$ cat src/rtl/deet_pkg.sv
`timescale 1ns / 1ps
// ----------------------------------------------------------------------------
// deet_pkg
// Shared codes and widths of the device event edge tracer.
// ----------------------------------------------------------------------------
package deet_pkg;

    localparam int unsigned PADDR_W   = 3;
    localparam int unsigned IRQ_N     = 6;
    localparam int unsigned SLOT_N    = 10;
    localparam int unsigned SLOT_W    = 4;
    localparam int unsigned LINE_W    = 10;

    // event slot order within one poll
    localparam logic [SLOT_W-1:0] SLOT_PI   = 4'd0;
    localparam logic [SLOT_W-1:0] SLOT_SI   = 4'd1;
    localparam logic [SLOT_W-1:0] SLOT_AI   = 4'd2;
    localparam logic [SLOT_W-1:0] SLOT_IRQ0 = 4'd3;
    localparam logic [SLOT_W-1:0] SLOT_VI   = 4'd9;

    localparam logic [2:0] KIND_DMA_START = 3'd0;
    localparam logic [2:0] KIND_DMA_DONE  = 3'd1;
    localparam logic [2:0] KIND_IRQ_RAISE = 3'd2;
    localparam logic [2:0] KIND_IRQ_ACK   = 3'd3;
    localparam logic [2:0] KIND_RETRACE   = 3'd4;
    localparam logic [2:0] KIND_PI_DONE   = 3'd5;

    localparam logic [2:0] DEV_PI = 3'd0;
    localparam logic [2:0] DEV_SI = 3'd1;
    localparam logic [2:0] DEV_AI = 3'd2;
    localparam logic [2:0] DEV_MI = 3'd3;
    localparam logic [2:0] DEV_VI = 3'd4;

    localparam logic [0:0] REG_OUTPUT_MODE = 1'b0;

    localparam logic [31:0] LEN_IDLE = 32'h0000_007F;

    typedef logic [SLOT_N-1:0] t_slot_mask;

endpackage

$ cat src/rtl/device_event_edge_tracer.sv
`timescale 1ns / 1ps
// ----------------------------------------------------------------------------
// device_event_edge_tracer
// Compares each polled device snapshot with the previous one and emits
// cycle-stamped, sequence-numbered DMA, interrupt and retrace events.
// ----------------------------------------------------------------------------
// A poll is accepted on its valid/ready handshake; its edges are detected at
// acceptance and held as a mask of pending events, which drains through the
// output register at one event per cycle while i_ready does not stall it.
// The next poll is taken in the cycle the last of its events is loaded, or
// whenever no events are pending. The baseline poll after reset causes no
// events. output_mode is sampled at the edge of each poll.
module device_event_edge_tracer (
    input  logic                          i_clk,
    input  logic                          i_rst_n,
    // poll words
    input  logic                          i_valid,
    output logic                          o_ready,
    input  logic [31:0]                   i_cycle_stamp,
    input  logic [2:0]                    i_busy_flags,
    input  logic [31:0]                   i_pi_read_length,
    input  logic [31:0]                   i_pi_write_length,
    input  logic [31:0]                   i_pi_cart_address,
    input  logic [31:0]                   i_pi_dram_address,
    input  logic [31:0]                   i_si_dram_address,
    input  logic [31:0]                   i_ai_dram_address,
    input  logic [31:0]                   i_ai_length,
    input  logic [5:0]                    i_interrupt_bits,
    input  logic [9:0]                    i_video_line,
    // event words
    output logic                          o_valid,
    input  logic                          i_ready,
    output logic [63:0]                   o_sequence_number,
    output logic [2:0]                    o_event_type,
    output logic [2:0]                    o_device_id,
    output logic [31:0]                   o_event_cycle,
    output logic [31:0]                   o_address_or_source,
    output logic [31:0]                   o_value_or_length,
    output logic [31:0]                   o_dram_address_out,
    output logic                          o_last_event,
    // configuration
    input  logic                          psel,
    input  logic                          penable,
    input  logic                          pwrite,
    input  logic [deet_pkg::PADDR_W-1:0]  paddr,
    input  logic [31:0]                   pwdata,
    output logic [31:0]                   prdata,
    output logic                          pready
);
    import deet_pkg::*;

    logic                r_mode;
    logic                r_primed;
    logic [63:0]         r_seq;
    logic                r_pi_prev, r_si_prev, r_ai_prev;
    logic [31:0]         r_pi_cart_sv, r_pi_dram_sv, r_pi_len_sv;
    logic [31:0]         r_si_dram_sv, r_ai_dram_sv, r_ai_len_sv;
    logic [IRQ_N-1:0]    r_irq_prev;
    logic [LINE_W-1:0]   r_line_prev;

    // pending events of the current poll
    t_slot_mask          r_mask;
    t_slot_mask          n_mask;
    logic [31:0]         r_cyc;
    logic [2:0]          r_pi_kind;
    logic [31:0]         r_pi_addr, r_pi_val, r_pi_dram;
    logic [2:0]          r_si_kind;
    logic [31:0]         r_si_addr;
    logic [2:0]          r_ai_kind;
    logic [31:0]         r_ai_addr, r_ai_val;
    logic [IRQ_N-1:0]    r_irq_raise;

    logic                w_accept, w_drain, w_cfg_wr;
    logic                w_pi_b, w_si_b, w_ai_b, w_pi_rise, w_pi_fall;
    logic                w_si_rise, w_si_fall, w_ai_rise, w_ai_fall;
    logic [31:0]         w_pi_len;
    logic [IRQ_N-1:0]    w_raised, w_acked;
    logic                w_retrace;
    t_slot_mask          w_pick, w_rest;
    logic [SLOT_W-1:0]   w_idx;
    logic [SLOT_W-1:0]   w_irq_k;

    logic                n_pi_ev;
    logic [2:0]          n_pi_kind;
    logic [31:0]         n_pi_addr, n_pi_val, n_pi_dram;

    logic [2:0]          n_kind, n_dev;
    logic [31:0]         n_addr, n_val, n_dram;

    assign pready   = 1'b1;
    assign w_cfg_wr = psel && penable && pwrite;
    assign prdata   = (paddr[2] == REG_OUTPUT_MODE) ? {31'd0, r_mode} : 32'd0;

    assign w_pick  = r_mask & (~r_mask + t_slot_mask'(1));
    assign w_rest  = r_mask & ~w_pick;
    assign w_drain = (|r_mask) && (!o_valid || i_ready);
    assign o_ready = (w_drain ? w_rest : r_mask) == '0;
    assign w_accept = i_valid && o_ready;

    assign w_pi_b    = i_busy_flags[0];
    assign w_si_b    = i_busy_flags[1];
    assign w_ai_b    = i_busy_flags[2];
    assign w_pi_rise = w_pi_b && !r_pi_prev;
    assign w_pi_fall = !w_pi_b && r_pi_prev;
    assign w_si_rise = w_si_b && !r_si_prev;
    assign w_si_fall = !w_si_b && r_si_prev;
    assign w_ai_rise = w_ai_b && !r_ai_prev;
    assign w_ai_fall = !w_ai_b && r_ai_prev;
    assign w_raised  = i_interrupt_bits & ~r_irq_prev;
    assign w_acked   = r_irq_prev & ~i_interrupt_bits;
    assign w_retrace = i_video_line < r_line_prev;

    always_comb begin
        priority if (i_pi_read_length != LEN_IDLE) begin
            w_pi_len = i_pi_read_length + 32'd1;
        end else if (i_pi_write_length != LEN_IDLE) begin
            w_pi_len = i_pi_write_length + 32'd1;
        end else begin
            w_pi_len = 32'd0;
        end
    end

    always_comb begin
        n_pi_ev   = 1'b0;
        n_pi_kind = KIND_DMA_START;
        n_pi_addr = i_pi_cart_address;
        n_pi_val  = w_pi_len;
        n_pi_dram = 32'd0;
        priority if (w_pi_rise) begin
            n_pi_ev = !r_mode;
        end else if (w_pi_fall) begin
            n_pi_addr = r_pi_cart_sv;
            n_pi_val  = r_pi_len_sv;
            if (r_mode) begin
                n_pi_ev   = r_pi_len_sv != 32'd0;
                n_pi_kind = KIND_PI_DONE;
                n_pi_dram = r_pi_dram_sv;
            end else begin
                n_pi_ev   = 1'b1;
                n_pi_kind = KIND_DMA_DONE;
            end
        end else begin
            n_pi_ev = 1'b0;
        end
    end

    // an accepted poll replaces the mask, its last event drains in the same cycle
    always_comb begin
        priority if (w_accept && r_primed) begin
            n_mask = {w_retrace, w_raised | w_acked,
                      w_ai_rise || w_ai_fall, w_si_rise || w_si_fall, n_pi_ev};
        end else if (w_accept) begin
            n_mask = '0;
        end else if (w_drain) begin
            n_mask = w_rest;
        end else begin
            n_mask = r_mask;
        end
    end

    always_ff @(posedge i_clk) begin
        if (!i_rst_n) begin
            r_mode       <= 1'b0;
            r_primed     <= 1'b0;
            r_pi_prev    <= 1'b0;
            r_si_prev    <= 1'b0;
            r_ai_prev    <= 1'b0;
            r_pi_cart_sv <= 32'd0;
            r_pi_dram_sv <= 32'd0;
            r_pi_len_sv  <= 32'd0;
            r_si_dram_sv <= 32'd0;
            r_ai_dram_sv <= 32'd0;
            r_ai_len_sv  <= 32'd0;
            r_irq_prev   <= '0;
            r_line_prev  <= '0;
            r_mask       <= '0;
        end else begin
            if (w_cfg_wr && paddr[2] == REG_OUTPUT_MODE) begin
                r_mode <= pwdata[0];
            end
            r_mask <= n_mask;
            if (w_accept) begin
                r_primed    <= 1'b1;
                r_pi_prev   <= w_pi_b;
                r_si_prev   <= w_si_b;
                r_ai_prev   <= w_ai_b;
                r_irq_prev  <= i_interrupt_bits;
                r_line_prev <= i_video_line;
                if (!r_primed) begin
                    r_pi_cart_sv <= i_pi_cart_address;
                    r_pi_dram_sv <= i_pi_dram_address;
                    r_pi_len_sv  <= 32'd0;
                    r_si_dram_sv <= i_si_dram_address;
                    r_ai_dram_sv <= i_ai_dram_address;
                    r_ai_len_sv  <= i_ai_length;
                end else begin
                    if (w_pi_rise) begin
                        r_pi_cart_sv <= i_pi_cart_address;
                        r_pi_dram_sv <= i_pi_dram_address;
                        r_pi_len_sv  <= w_pi_len;
                    end
                    if (w_si_rise) begin
                        r_si_dram_sv <= i_si_dram_address;
                    end
                    if (w_ai_rise) begin
                        r_ai_dram_sv <= i_ai_dram_address;
                        r_ai_len_sv  <= i_ai_length;
                    end
                end
            end
        end
    end

    // payload of the pending poll
    always_ff @(posedge i_clk) begin
        if (w_accept) begin
            r_cyc       <= i_cycle_stamp;
            r_pi_kind   <= n_pi_kind;
            r_pi_addr   <= n_pi_addr;
            r_pi_val    <= n_pi_val;
            r_pi_dram   <= n_pi_dram;
            r_si_kind   <= w_si_rise ? KIND_DMA_START : KIND_DMA_DONE;
            r_si_addr   <= w_si_rise ? i_si_dram_address : r_si_dram_sv;
            r_ai_kind   <= w_ai_rise ? KIND_DMA_START : KIND_DMA_DONE;
            r_ai_addr   <= w_ai_rise ? i_ai_dram_address : r_ai_dram_sv;
            r_ai_val    <= w_ai_rise ? i_ai_length : r_ai_len_sv;
            r_irq_raise <= w_raised;
        end
    end

    // lowest pending slot
    always_comb begin
        w_idx = SLOT_PI;
        for (int i = SLOT_N - 1; i >= 0; i--) begin
            if (r_mask[i]) begin
                w_idx = SLOT_W'(i);
            end
        end
    end

    assign w_irq_k = w_idx - SLOT_IRQ0;

    always_comb begin
        n_kind = KIND_RETRACE;
        n_dev  = DEV_VI;
        n_addr = 32'd0;
        n_val  = 32'd0;
        n_dram = 32'd0;
        priority if (w_idx == SLOT_PI) begin
            n_kind = r_pi_kind;
            n_dev  = DEV_PI;
            n_addr = r_pi_addr;
            n_val  = r_pi_val;
            n_dram = r_pi_dram;
        end else if (w_idx == SLOT_SI) begin
            n_kind = r_si_kind;
            n_dev  = DEV_SI;
            n_addr = r_si_addr;
        end else if (w_idx == SLOT_AI) begin
            n_kind = r_ai_kind;
            n_dev  = DEV_AI;
            n_addr = r_ai_addr;
            n_val  = r_ai_val;
        end else if (w_idx < SLOT_VI) begin
            n_kind = r_irq_raise[w_irq_k[2:0]] ? KIND_IRQ_RAISE : KIND_IRQ_ACK;
            n_dev  = DEV_MI;
            n_addr = 32'd1 << w_irq_k[2:0];
        end else begin
            n_kind = KIND_RETRACE;
            n_dev  = DEV_VI;
        end
    end

    always_ff @(posedge i_clk) begin
        if (!i_rst_n) begin
            o_valid <= 1'b0;
            r_seq   <= 64'd1;
        end else begin
            if (w_drain) begin
                o_valid <= 1'b1;
                r_seq   <= r_seq + 64'd1;
            end else if (i_ready) begin
                o_valid <= 1'b0;
            end
        end
    end

    always_ff @(posedge i_clk) begin
        if (w_drain) begin
            o_sequence_number   <= r_seq;
            o_event_type        <= n_kind;
            o_device_id         <= n_dev;
            o_event_cycle       <= r_cyc;
            o_address_or_source <= n_addr;
            o_value_or_length   <= n_val;
            o_dram_address_out  <= n_dram;
            o_last_event        <= w_rest == '0;
        end
    end

endmodule

$ cat config.mk
export PLATFORM = sky130hd
export DESIGN_NAME = device_event_edge_tracer
export DESIGN_NICKNAME = d
export VERILOG_FILES = /design/src/rtl/deet_pkg.sv /design/src/rtl/device_event_edge_tracer.sv
export SDC_FILE = /design/constraint.sdc
export NUM_CORES = 1
export LEC_CHECK = 0
export ABC_AREA = 1
export BUFFER_PORTS_ARGS = -buffer_cell sky130_fd_sc_hd__buf_2
export CAP_MARGIN = 20
export CORE_MARGIN = 1.5
export CORE_UTILIZATION = 30
export DETAILED_ROUTE_END_ITERATION = 7
export PLACE_DENSITY = 0.46
export RECOVER_POWER = 100
export SLEW_MARGIN = 5
export SYNTH_ARGS = -nofsm -noshare
export SYNTH_HDL_FRONTEND = slang
export SYNTH_SLANG_ARGS = --single-unit
$ cat constraint.sdc
create_clock -name i_clk -period 10 [get_ports i_clk]
set_input_delay 2 -clock i_clk [delete_from_list [all_inputs] [get_ports i_clk]]
set_output_delay 2 -clock i_clk [all_outputs]
set_load 0.02 [all_outputs]
; Yosys cells after proc, flatten, opt, wreduce, memory -nomap -nowiden
; Index checks and enable logic that the tools add are counted.
[word_totals]
elab_cells = 154
input_bits = 317
ff_bits = 726
[classes]
order_cmp = 3
n_eq_ne = 5
bitwise = 12
muxes = 57
n_shift = 1
reduce_logical = 34
n_addsub = 5
[op_table]
columns = operator, count
row1 = 32-bit 2-to-1 mux, 25
row2 = 32-bit by 1-bit adder with 32-bit output (second input constant), 2
row3 = 64-bit by 1-bit adder with 64-bit output (second input constant), 1
row4 = 32-bit by 7-bit != test with 1-bit output (second input constant), 2
row5 = 4-bit 2-to-1 mux, 10
row6 = 32-bit nonzero test, 1
row7 = 1-bit by 3-bit << shifter with 32-bit output (first input constant), 1
row8 = 10-bit 2-to-1 mux, 3
row9 = 10-bit bitwise AND, 2
row10 = 10-bit logical NOT, 2
row11 = 10-bit inverter, 2
row12 = 3-bit 2-to-1 mux, 6
row13 = 6-bit bitwise AND, 2
row14 = 1-bit logical AND, 12
row15 = 6-bit inverter, 2
row16 = 1-bit 2-to-1 mux, 11
row17 = 10-bit by 1-bit adder with 10-bit output (second input constant), 1
row18 = 10-bit < comparator, 1
row19 = 10-bit OR reduction, 1
row20 = 1-bit logical NOT, 8
row21 = 6-bit OR, 1
row22 = 3-bit OR reduction, 2
row23 = 4-bit by 1-bit equality test with 1-bit output (second input constant), 1
row24 = 4-bit by 2-bit equality test with 1-bit output (second input constant), 1
row25 = other kinds (12), 17

; Longest topological paths before layout
; Gate-level depths: netlist of run 1.
[depth]
depth_word = 18
depth_mapped = 23

; Worst setup path after synthesis of run 1
; Ideal clock, no wire load.
[synth_timing]
kind = input to register
startpoint = input port i_ready
endpoint = register o_address_or_source[0], enable pin
setup_ps = 640
n_path_buf = 2
stages = 6
path_slack_ps = 1309
arrival_ps = 8050
path_cell_list = nor2_1 > inv_1 > nand2_4 > buf_6 > inv_1 > buf_1
[synth_between]
elab_chain_len = 2
[synth_rtl]
columns = item, line_no
row1 = from (decl), device_event_edge_tracer.sv:32  ; input logic i_ready,
row2 = 1-bit logical OR, device_event_edge_tracer.sv:96  ; assign w_drain = (|r_mask) && (!o_valid || i_ready);
row3 = 1-bit logical AND, device_event_edge_tracer.sv:96
row4 = named net w_drain, device_event_edge_tracer.sv:73  ; logic w_accept, w_drain, w_cfg_wr;
row5 = to (signal assigned), device_event_edge_tracer.sv:294  ; o_address_or_source <= n_addr;
row6 = to (decl), device_event_edge_tracer.sv:37  ; output logic [31:0] o_address_or_source,
; The timed path passes the listed nets, and every way through them passes these cells.
; A chain may end at the register's enable or synchronous reset.

; Final worst setup path of run 1
[layout_timing]
startpoint = input port i_ready
endpoint = register r_pi_val[19], enable pin
[layout_between]
elab_chain_len = 5
[layout_rtl]
columns = item, line_no
row1 = 1-bit logical OR, device_event_edge_tracer.sv:96
row2 = 1-bit logical AND, device_event_edge_tracer.sv:96
row3 = 10-bit 2-to-1 mux, n/a
row4 = 10-bit logical NOT, device_event_edge_tracer.sv:97  ; assign o_ready = (w_drain ? w_rest : r_mask) == '0;
row5 = 1-bit logical AND, device_event_edge_tracer.sv:98  ; assign w_accept = i_valid && o_ready;
row6 = to (signal assigned), device_event_edge_tracer.sv:220  ; r_pi_val <= n_pi_val;
row7 = to (decl), device_event_edge_tracer.sv:66  ; logic [31:0] r_pi_addr, r_pi_val, r_pi_dram;
; Every way passes these cells.

==> results.json, run 1 <==
{
  "cp_slowest_cell": "clkbuf_1",
  "grt_max_degree": 188,
  "synth-edff-count": 433,
  "drcViolationCount": 0,
  "nFillCells": 11333,
  "hold_ws_ns": 0.4169,
  "synthXorXnorAreaFrac_pct": 1.376,
  "dp.cells": 5452,
  "setup_viol": 0,
  "finClkSkew_ns": 0.03993,
  "final_nets": 4485,
  "failed_checks": "capacitance limit, slew limit",
  "worstMarginPinSlew_ns": 3.836,
  "status": "finished with violations",
  "finalCritPeriodShare_pct": 72.58,
  "ys_async_sr_fraction_pct": 0,
  "cp-start-kind": "input pin",
  "rows": 120,
  "synth_fa_ha_area_share_pct": 1.041,
  "drive_gt1_share_pct": 10.65,
  "final_area_sq_um": 38750,
  "postRouteAntennaNets": 0,
  "ir_worst_vdd_v": 0.0003950,
  "synth_common_cells": "1,059 x nand2_1, 433 x edfxtp_1, 331 x inv_1, 326 x nor2_1, 303 x a21oi_1",
  "critPathRequiredTime_ns": 10.18,
  "yosys-top-cells-area": "edfxtp_1 40%, dfxtp_1 18%, nand2_1 12%",
  "synthDistinctLibCells": 45,
  "clk_pin_slew_ns": 0.05,
  "syn2layout_area_growth_pct": 19.37,
  "fmax_mhz": 137.8,
  "maxCapViolCount": 14,
  "synth-simple-area-share_pct": 22.12,
  "setup_slack_ns": 2.742,
  "die_y_um": 332.0,
  "wirelength_um": 109400,
  "yosysSeqAreaShare_pct": 57.81,
  "pwr_density_cell_nw_per_um2": 386.3,
  "cts_sinks": 721,
  "synth_top_area_cell": "edfxtp_1",
  "cts_max_path_buffers": 3,
  "io_buffers": 485,
  "utilization_pct": 36.15,
  "ys_warn_count": 0,
  "critical_path.max_stage_delay_ns": 2.19,
  "endpoint_kind": "flop",
  "crit_arrival_ns": 7.44,
  "criticalPathCategory": "in2reg",
  "worstPathMaxFanout": 124,
  "cts_resized": 0,
  "synth_top_family_by_area": "simple AND/OR/NAND/NOR gates",
  "numCtsBuffers": 87,
  "drt_iter0_drc": 1961,
  "root_buffer": "clkbuf_16",
  "dr.pass1.iters": 6,
  "synth-compound-area-share_pct": 10.63,
  "place_area_sq_um": 36070,
  "grt_pass1_wl_um": 162800,
  "worstSkewPairLatency_ns": 0.67,
  "core_sq_um": 107200,
  "synthCells": 3717,
  "pre_cts_slack_ns": 4.131,
  "synth_ff_type": "edfxtp_1",
  "hold_violations": 0,
  "layout_min_cycle_time_ns": 7.258,
  "synth_top_area_share_pct": 40.05,
  "io_pins": 551,
  "tns_ns": 0,
  "power_leakage_nw": 15.02,
  "netlist_area_sq_um": 32460,
  "hold_buffers": 0,
  "routabilityCongestion": 0.8931,
  "dp_hpwl_um": 73060,
  "grt_usage_pct": 19.41,
  "die_w_um": 332.0,
  "power.total_mw": 14.97,
  "postCtsSetupRepairBufs": 0,
  "stdcell_count": 5629,
  "vias": 26747,
  "ys_ff_latch": 721,
  "avgSynthCellArea_sq_um": 8.733,
  "cts_tree": "done",
  "dieArea_sq_um": 110200,
  "slew_violations": 606,
  "crit_path_cell_trace": "buf_2 -> nor2_1 -> inv_1 -> nand2_1 -> o21ai_0 -> nand3_1 -> nor2_1 -> nand3_1 -> inv_8 -> clkbuf_1",
  "grt_antenna_before_repair": 36,
  "max-slew-margin-rel_pct": -155.8,
  "first_global_vias": 25303,
  "routed_via_density": 4.752,
  "muxShareOfSynthArea_pct": 0,
  "synth.most_common_cell": "nand2_1",
  "start_util_pct": 30.28,
  "routedWlPerCell_um": 19.43,
  "rsz0062_at_grt": "false",
  "grt-ovfl-total": 0,
  "hp-class": "reg2reg",
  "htree_num_levels": 3
}
==> cell usage in the layout (no fill, tap or decap), drive strengths merged, types with 2 or more instances in the layout <==
cell type	count
buf	289
nand2	1063
a21o	6
clkbuf	333
edfxtp	433
inv	341
xor2	44
nand4	48
clkinv	39
clkinvlp	4
diode	12
or2	2
dfxtp	288
a31oi	102
nand3	190
o21a	8
a32o	32
bufinv	10
nor3	69
xnor2	7
nand3b	7
nor3b	3
a21oi	303
o21ai	163
conb	32
nor2	336
nor4	25
ha	27
and3	2
==> flip-flops by register name (all words and copies together), names as in the netlist, 6 cells and up <==
name / count
r_pi_dram_sv: 32
o_value_or_length: 32
r_irq_prev: 6
r_irq_raise: 6
r_pi_val: 32
r_si_dram_sv: 32
o_event_cycle: 32
r_ai_val: 32
r_cyc: 32
o_address_or_source: 32
o_sequence_number: 64
r_seq: 64
r_pi_addr: 32
r_ai_addr: 32
r_pi_cart_sv: 32
r_si_addr: 32
r_line_prev: 10
r_ai_len_sv: 32
r_pi_len_sv: 32
r_pi_dram: 32
r_mask: 10
o_dram_address_out: 32
r_ai_dram_sv: 32
==> per-layer routing <==
layer	vias to the layer above	share of wire, %	GRT usage, %	wire length, um
li1	13279	-	-	-
met3	157	6.5	4.443	7153
met4	34	2.0	5.143	2195
met2	658	47	32.14	51420
met1	12619	44	25.42	48410
met5	-	0.19	0	207
==> report_power, final <==
part	switching (mW)	internal, mW	leakage (nW)
logic	4.50	1.37	6.98
clock network	1.35	1.96	1.47
registers	0.512	5.28	6.57
total	6.36	8.61	15.0
==> cells by family (layout without fill, tap and decap cells) <==
logic type,after synthesis,after routing
AOI/OAI and AO/OA,621,621
xor gates and xnor gates,51,51
adders and majority gates,27,27
buffers and inverters,549,1016
DFF,721,721
other,2,44
and+or+nand+nor,1746,1746
==> final cells by class <==
class | count | area (sq um) | area share (%)
diodes | 12 | 30.03 | 0.07749
multi-input cells | 2477 | 11520 | 29.73
clock buffers | 107 | 2365 | 6.103
clock inverters | 55 | 640.6 | 1.653
flip-flops and latches | 721 | 18770 | 48.44
repair buffers | 515 | 2370 | 6.116
inverters | 339 | 1296 | 3.345
well taps | 1403 | 1755 | 4.530
==> critical path: cells and delay by family <==
family / cells / cell delay, ns
compound gates: 1 / 0.56
buf+inv: 4 / 3.13
simple gates: 5 / 1.61
==> path summary, 6_finish.rpt <==
check	cells past startpoint	slack, ns	to	startpoint
hold / removal	0	0.42	o_event_cycle[22]	r_cyc[22]
setup / recovery	10	2.74	r_pi_val[19]	i_ready
hold reg to reg	0	0.42	o_event_cycle[22]	r_cyc[22]
setup reg to reg	11	3.60	r_pi_val[19]	r_mask[0]
Power figures use the tool's default switching activity.
==> run 2, diff against run 1 <==
PLACE_DENSITY = 0.48   (was 0.46)
clock period = 6.5 ns   (was 10 ns; I/O delays follow)
==> run 2 against run 1 <==
  * The run still ends with capacitance limit, slew limit left
  * Clock skew rose by 0.0053 ns
  * Global-route usage fell by 0.59 points
  * First-iteration DRC count fell by 9.1%
  * Highest routed layer unchanged
  * Critical endpoint is now r_si_prev
  * Clock power rose by 57%
  * Sequential cell count did not move
  * Hold slack got worse by 0.00056 ns
==> results.json, run 2 (synthesis results as in run 1) <==
{
  "numCtsBuffers": 86,
  "finalCritPeriodShare_pct": 77.68,
  "core_sq_um": 107200,
  "drcViolationCount": 0,
  "worstPathMaxFanout": 43,
  "rows": 120,
  "cp-start-kind": "input pin",
  "routed-wl-met2_um": 48830,
  "highest_layer": "met5",
  "drive_gt1_share_pct": 10.72,
  "final_nets": 4486,
  "postRouteAntennaNets": 0,
  "cts_max_path_buffers": 3,
  "maxCapViolCount": 11,
  "dr.pass1.iters": 7,
  "hp-class": "reg2reg",
  "routed_via_density": 4.742,
  "dieArea_sq_um": 110200,
  "hp-start": "r_cyc[7]",
  "ir_worst_vdd_v": 0.0007145,
  "wl_met3_um": 7620,
  "reg2reg_setup_slack_ns": 1.85,
  "rsz0062_at_grt": "false",
  "worstReg2RegEnd": "r_pi_cart_sv[19]",
  "drt_iter0_drc": 1782,
  "grt_usage_pct": 18.82,
  "worstSkewPairLatency_ns": 0.66,
  "pre_cts_slack_ns": 1.959,
  "hold_buffers": 0,
  "grt_antenna_before_repair": 35,
  "first_global_vias": 25063,
  "grt_pass1_wl_um": 158100,
  "timing.rr.start": "r_mask[4]",
  "place_area_sq_um": 36130,
  "die_y_um": 332.0,
  "whs_endpoint": "o_event_cycle[7]",
  "final_common_cell": "nand2_1",
  "grt-ovfl-total": 0,
  "finClkSkew_ns": 0.04519,
  "tns_ns": 0,
  "die_w_um": 332.0,
  "routedWlPerCell_um": 18.87,
  "dp_hpwl_um": 71410,
  "final_area_sq_um": 38890,
  "root_buffer": "clkbuf_16",
  "cts_tree": "done",
  "hold_violations": 0,
  "setup_slack_ns": 1.450,
  "cts_resized": 0,
  "max-slew-margin-rel_pct": -144.4,
  "reg2regPathDepth": 13,
  "layout_min_cycle_time_ns": 5.050,
  "failed_checks": "capacitance limit, slew limit",
  "routabilityCongestion": 0.8885,
  "final_cell_mix": "1,060 x nand2_1, 433 x edfxtp_1, 332 x nor2_1, 328 x inv_1, 302 x a21oi_1",
  "fmax_mhz": 198.0,
  "setup_viol": 0,
  "syn2layout_area_growth_pct": 19.80,
  "io_pins": 551,
  "wl_met1_um": 46560,
  "wirelength_um": 106200,
  "holdPathStages": 0,
  "criticalPathCategory": "in2reg",
  "slew_violations": 585,
  "pwr_density_cell_nw_per_um2": 592.0,
  "htree_num_levels": 3,
  "status": "finished with violations",
  "crit_arrival_ns": 5.63,
  "worstMarginPinSlew_ns": 3.666,
  "vias": 26684,
  "io_buffers": 485,
  "power_leakage_nw": 15.08,
  "endpoint_kind": "flop",
  "cts_sinks": 721,
  "critPathRequiredTime_ns": 7.08,
  "clk_pin_slew_ns": 0.06,
  "start_util_pct": 30.28,
  "reg_top3": "o_sequence_number: 64 flops, r_seq: 64 flops",
  "grt_max_degree": 166,
  "postCtsSetupRepairBufs": 0
}
==> run 2: cell types whose count changed in the layout (fill, tap and decap cells not counted), sizes merged <==
cell,before,now
buf,289,290
clkinvlp,4,7
inv,341,339
bufinv,10,13
clkbuf,333,338
clkinv,39,30
diode,12,9
==> run 2: per-layer routing <==
metal  track usage [%]  up-vias
li1                  -    13270
met1             24.45    12471
met2             30.37      723
met3             4.846      176
met4             6.315       44
met5                 0        -
==> run 2: worst max path at each step <==
stage,startpoint,to,cells after the start
after global placement,i_ready,r_pi_len_sv[3],12
after global routing,i_rst_n,r_ai_len_sv[15],5
after floorplan,i_ready,o_address_or_source[0],6
final,i_rst_n,r_si_prev,5
after CTS,r_mask[8],o_value_or_length[23],17
after detailed placement,i_ready,r_mask[0],12
==> run 2: critical path: stages <==
cell	delay [ns]
buf_2	0.07
clkbuf_1	1.74
clkbuf_1	1.88
o21ai_0	0.36
a21oi_1	0.25
==> run 2: report_power, final <==
part	internal [mW]	switching, mW	leakage [nW]
clock network	3.13	2.06	1.49
logic	2.15	6.89	7.02
registers	8.09	0.699	6.57
total	13.4	9.65	15.1
==> run 2: cell type report <==
cell class / count / area, sq um
Antenna cell: 9 / 22.52
Inverter: 339 / 1295
Tap cell: 1403 / 1755
Multi-Input combinational cell: 2477 / 11520
Sequential cell: 721 / 18770
Clock inverter: 50 / 698.2
Timing Repair Buffer: 517 / 2452
Clock buffer: 111 / 2377
Fill cell: 11241 / 68310
==> run 2: through the flow <==
stage          utilization [%]  instances  total power [mW]  hold WS [ns]
3_5_place_dp             33.70       5454             18.35        0.4045
4_1_cts                  36.57       5615             23.65        0.4175
3_3_place_gp             33.70       5454             18.25        0.4006
6_report                 36.28       5627             23.02        0.4163
5_1_grt                  36.26       5621             24.67        0.4203
2_1_floorplan                -       3747             14.51        0.4003
